==> src/rtl/crmp_pkg.sv <==
// Shared types and constants for the convolution, clamp and pooling block.
package crmp_pkg;

    localparam int KROWS       = 3;
    localparam int KCOLS       = 3;
    localparam int KSIZE       = KROWS * KCOLS;
    localparam int MAX_WIDTH   = 2048;
    localparam int MAX_HEIGHT  = 2048;
    localparam int DIM_W       = 12;
    localparam int COL_W       = 11;
    localparam int QUEUE_DEPTH = 4;
    localparam int QPTR_W      = 2;
    localparam int QCNT_W      = 3;

    localparam logic [1:0] KIND_COEFF = 2'd0;
    localparam logic [1:0] KIND_PIXEL = 2'd1;
    localparam logic [1:0] KIND_DRAIN = 2'd2;

    localparam logic [3:0] CFG_WIDTH  = 4'd0;
    localparam logic [3:0] CFG_HEIGHT = 4'd1;
    localparam logic [3:0] CFG_SCALE  = 4'd2;
    localparam logic [3:0] CFG_BIAS   = 4'd3;

    localparam logic [7:0] PIX_MAX = 8'd255;

    typedef logic [7:0] pix_t;

    typedef struct packed {
        pix_t top;
        pix_t mid;
        pix_t bot;
    } column_t;

    typedef struct packed {
        column_t          col_l;
        column_t          col_m;
        column_t          col_n;
        logic             do_a;
        logic             do_b;
        logic [COL_W-1:0] col;
        logic             y_odd;
    } conv_job_t;

    typedef struct packed {
        logic       en;
        logic [3:0] idx;
        logic [7:0] value;
    } coeff_wr_t;

endpackage

==> src/rtl/crmp_fifo.sv <==
// Short job queue between the stream front end and the compute back end.
module crmp_fifo (
    input  logic                        aclk,
    input  logic                        aresetn,
    input  logic                        push,
    input  crmp_pkg::conv_job_t         din,
    input  logic                        pop,
    output crmp_pkg::conv_job_t         dout,
    output logic [crmp_pkg::QCNT_W-1:0] count,
    output logic                        empty
);
    import crmp_pkg::*;

    conv_job_t          mem [QUEUE_DEPTH];
    logic [QPTR_W-1:0]  wr_ptr_reg, rd_ptr_reg;
    logic [QCNT_W-1:0]  count_reg;

    always_ff @(posedge aclk) begin
        if (push) begin
            mem[wr_ptr_reg] <= din;
        end
    end

    always_ff @(posedge aclk) begin
        if (!aresetn) begin
            wr_ptr_reg <= '0;
            rd_ptr_reg <= '0;
            count_reg  <= '0;
        end else begin
            if (push) wr_ptr_reg <= wr_ptr_reg + 1'b1;
            if (pop)  rd_ptr_reg <= rd_ptr_reg + 1'b1;
            count_reg <= count_reg + QCNT_W'(push) - QCNT_W'(pop);
        end
    end

    assign dout  = mem[rd_ptr_reg];
    assign count = count_reg;
    assign empty = (count_reg == '0);

    a_no_overflow: assert property (@(posedge aclk) disable iff (!aresetn)
        push |-> (count_reg < QCNT_W'(QUEUE_DEPTH) || pop)) else $error("queue overflow");
    a_no_underflow: assert property (@(posedge aclk) disable iff (!aresetn)
        pop |-> !empty) else $error("queue underflow");
    a_count_bound: assert property (@(posedge aclk) disable iff (!aresetn)
        count_reg <= QCNT_W'(QUEUE_DEPTH)) else $error("queue count out of range");
    a_ptr_track: assert property (@(posedge aclk) disable iff (!aresetn)
        (count_reg == '0 || count_reg == QCNT_W'(QUEUE_DEPTH)) |->
        (wr_ptr_reg == rd_ptr_reg)) else $error("queue pointers disagree with count");

endmodule

==> config.mk <==
export PLATFORM = sky130hd
export DESIGN_NAME = crmp_fifo
export DESIGN_NICKNAME = d
export VERILOG_FILES = /design/src/rtl/crmp_pkg.sv /design/src/rtl/crmp_fifo.sv
export SDC_FILE = /design/constraint.sdc
export NUM_CORES = 1
export LEC_CHECK = 0
export ABC_AREA = 1
export BUFFER_PORTS_ARGS = -buffer_cell sky130_fd_sc_hd__buf_2
export CAP_MARGIN = 20
export CORE_MARGIN = 3
export CORE_UTILIZATION = 55
export DETAILED_ROUTE_END_ITERATION = 8
export PLACE_DENSITY = 0.77
export SYNTH_ARGS = -nofsm -noshare
export SYNTH_HDL_FRONTEND = slang
export SYNTH_SLANG_ARGS = --single-unit
export TNS_END_PERCENT = 10
==> constraint.sdc <==
create_clock -name aclk -period 2.95 [get_ports aclk]
set_input_delay 0.1475 -clock aclk [delete_from_list [all_inputs] [get_ports aclk]]
set_output_delay 0.1475 -clock aclk [all_outputs]
set_load 0.05 [all_outputs]
After elaboration in Yosys (flattened, before gate mapping)
Memories as Yosys holds them, arrays and structs flattened. A register that Yosys moved wholly into a read port is not among the register bits.
Index checks and enable logic that the tools add are counted.
Cells by class
  reduce and logical (&&, ||, !) cells: 1
  multiplexer cells: 4
  $add $sub $neg: 4
Operators by type and width (count)
  adder 2 x 1 -> 2 bit, second input constant: 2
  two-way mux 2 bit: 2
  adder 3 x 1 -> 3 bit: 1
  logical NOT 3 bit: 1
  subtractor 3 x 1 -> 3 bit: 1
  two-way mux 1 bit: 2
Word-level totals
  flip-flop bits (word level): 7
  memories kept: 1
  word-level logic and storage cells: 13
  RAM bits: 344
Memory list
  mem: words 4, width 86, read ports 1, clocked after memory_dff 1, write ports 1, RTL line crmp_fifo.sv:14  | conv_job_t mem [QUEUE_DEPTH];

Depth between registers and ports, before layout
  depth after elaboration: 3
  depth in mapped cells: 8

Least setup slack after synthesis
Ideal clock, no wire load.
  path type: reg-to-reg
  from: reg wr_ptr_reg[0]
  to: mem mem[2][0] (netlist name), enable pin
  setup time: 0.440 ns
  path slack: 0.258 ns
  buffers on the path: 0
  arrival: 2.252 ns
  required time: 2.510 ns
  cell stages (with the launch flop): 5
  clock period less this slack: 2.692 ns
  path through: dfxtp_1 inv_1 ha_1 nand2_1 inv_1
RTL lines
  start, declared: RTL line crmp_fifo.sv:15  | logic [QPTR_W-1:0] wr_ptr_reg, rd_ptr_reg;
  start signal, assigned: RTL line crmp_fifo.sv:30  | if (push) wr_ptr_reg <= wr_ptr_reg + 1'b1;
  end, declared: RTL line crmp_fifo.sv:14
No word-level cell before the write port.

==> flow_summary.toml <==
[worst_setup_path]
crit_fanout = 58
ff2ff_path_depth = 5
worst_ep_required_time_ns = 2.80
max_stage_delay_ns = 0.73
cp_cell_sequence = "buf_12, o211ai_1, nand2_1, buf_2"
path_class = "reg2out"
arrival_ns = 2.16
r2r-end = "mem[2][76]"
cpMaxStageDelayCell = "dfxtp_4"
rrSetupSlack_ns = 1.15
end_kind = "output port"
start_kind = "register"
reg2reg_from = "wr_ptr_reg[0]"

[yosys]
synthAdderAreaFrac_pct = 0.6820
synth.yosys.warnings = 0
synth.mux.area_fraction_pct = 0
synth.top_cell.area_share_pct = 74.09
ys_seq_area_share_pct = 75.38
synth_top_family_by_area = "compound AO/OA/AOI/OAI gates"
postSynth.asyncResetShare_pct = 0
synth-seq-cells = 353
synth_area_leaders = "edfxtp_1 (74%), inv_1 (5.0%), nand2_1 (4.9%)"
synth_area_leader_cell = "edfxtp_1"
syn-cell-area_mm2 = 0.01394
synth-compound-area-share_pct = 11.16
synth.most_common_cell = "edfxtp_1"
synth-main-ff-cell = "edfxtp_1"
yosys.area_share.simple_pct = 4.999
synth_common_cells = "edfxtp_1 (344), inv_1 (187), nand2_1 (182), a21oi_1 (92), o21ai_0 (88)"
synth_edf_count = 344
synth_nets = 1154
synth_cells = 1057
synth-xor-area-share_pct = 0
synth_area_per_cell_um2 = 13.19
synth_cell_types = 17

[clock_tree]
clk_path_buf_depth = 3
clock-sinks = 353
post_cts_buffers = 0
cts_made_buffers = 36
cts_resized = 0
clk_latency_ns = 0.51
cts_tree = "built"
clkTransAtPathRegs_ns = 0.06
root_buffer = "clkbuf_16"
htreeDepth = 2

[sta]
rsz0062_at_grt = "false"
period_share_pct = 78.14
fmax_mhz = 433.8
period_needed_ns = 2.305
slew_violations = 0
finalClockSkew_ns = 0.01417
setup_ws_ns = 0.6449
setup_violations = 0
worst_slew_pin_slew_ns = 0.6017
relSlewSlack_pct = 59.89
hold_viol = 0
hold_ws_ns = 0.3934
setup_tns_ns = 0

[min_path]
hp-class = "in2reg"
holdPathEnd = "mem[0][84]"
hold_depth = 2
min_from = "din[84]"

[layout]
area_growth_pct = 22.76
final_nets = 1418
drive_gt1_share_pct = 18.25
largest_register_ffs = 344

[global_routing]
grt_overflow_total = 0
grt_pass1_vias = 8530
grt_pass1_wl_mm = 43.52
antenna_found_initial = 6
grt_max_degree = 101
grtUsageTotal_pct = 20.40

[pwr]
vdd_drop_max_v = 0.0004795
clkPwrFrac_pct = 36.1
power_switching_w = 0.003102
pwr-share-comb_pct = 14.4
p_leak_nw = 6.723
sw_frac_of_total_pct = 26.41
power_frac_seq_pct = 49.5
p_int_w = 0.008641
powerDensity_mw_per_mm2 = 686.1

[floorplanning]
die_x_um = 165.2
rows = 57
die_area_mm2 = 0.02730
dieHeight_um = 165.2
io_pins = 180
initial_core_util_pct = 56.66
coreArea_mm2 = 0.02460

[drt]
drc = 0
wl_per_cell_um = 16.65
vias = 8624
first_iter_violations = 808
ant_nets = 0
wirelength_mm = 27.92
viasPerCell = 5.143
firstDrtPassIters = 6

[place]
hpwl_mm = 16.31
gp_congestion = 0.7343
dp_slack_ns = 1.134
portBuffers = 179

[run]
drv_cap = 0

[run_status]
outcome = "finished, final reports clean"
## how the worst max path moves through the flow
| stage | startpoint | end |
|---|---|---|
| 3_5_place_dp | register | dout[48] |
| 6_report | register | dout[82] |
| 4_1_cts | register | dout[48] |
| 2_1_floorplan | wr_ptr_reg[0] | mem[2][0] |
| 3_3_place_gp | register | dout[48] |
| 5_1_grt | register | dout[48] |
## placed cells by master (no fill, tap or decap)
cell / count
dfxtp_4: 2
dlygate4sd3_1: 90
inv_1: 183
inv_6: 2
clkinv_2: 5
diode_2: 5
o21ai_1: 2
o211ai_1: 86
dfxtp_1: 7
nand3_1: 1
nand2_1: 182
clkinv_4: 1
clkbuf_16: 37
nor2_1: 1
ha_1: 6
clkinv_1: 11
o21ai_0: 88
fa_1: 1
buf_4: 5
a21oi_1: 92
inv_4: 4
clkbuf_1: 7
buf_2: 179
edfxtp_1: 344
buf_12: 9
bufinv_16: 2
nor3_1: 1
## cells by family after synthesis
| group | Yosys count |
|---|---|
| AOI/OAI and AO/OA | 268 |
| adders and majority gates | 7 |
| buffers and inverters | 244 |
| DFF | 353 |
| and+or+nand+nor | 185 |
## metrics by stage
step | area [um^2] | cells | utilization (%) | power, W
3_3_place_gp | 15100 | 1517 | 61.36 | 0.007474
4_1_cts | 17100 | 1672 | 69.51 | 0.01184
2_1_floorplan | 13940 | 1057 | - | 0.007068
3_5_place_dp | 15100 | 1517 | 61.36 | 0.007517
6_report | 17120 | 1677 | 69.56 | 0.01174
5_1_grt | 17120 | 1677 | 69.56 | 0.01219
## final cells by class
type / count / area (um^2)
well taps: 324 / 405.4
clock buffers: 44 / 952.2
fillers: 1630 / 7490
diodes: 5 / 12.51
multi-input cells: 460 / 2349
flip-flops and latches: 353 / 10520
inverters: 187 / 711.9
repair buffers: 283 / 2014
clock inverters: 21 / 152.6
## worst max-delay path, delay by kind of cell, from the launching register on
family | cells | cell delay (ns)
compound gates | 1 | 0.13
buf+inv | 2 | 0.61
flops | 1 | 0.73
simple gates | 1 | 0.14
## metal layers
metal | track usage [%] | share of wire, % | up-vias
li1 | - | - | 4216
met3 | 4.116 | 6.4 | 57
met5 | 0 | 0.025 | -
met1 | 27.53 | 41 | 4059
met2 | 33.49 | 49 | 290
met4 | 6.939 | 2.7 | 2
## power by group through the flow
stage	combinational, W	sequential (W)	clock, W
4_1_cts	0.00170	0.00581	0.00433
3_3_place_gp	0.00157	0.00591	0
6_report	0.00169	0.00581	0.00424
5_1_grt	0.00181	0.00583	0.00455
2_1_floorplan	0.00113	0.00593	0
3_5_place_dp	0.00160	0.00592	0
## what timing repair did
action | in CTS | in global routing
hold endpoints to repair | 353 | 0
hold buffers | 90 | 0
endpoints found under the setup margin | 0 | 0
Power figures use the tool's default switching activity.
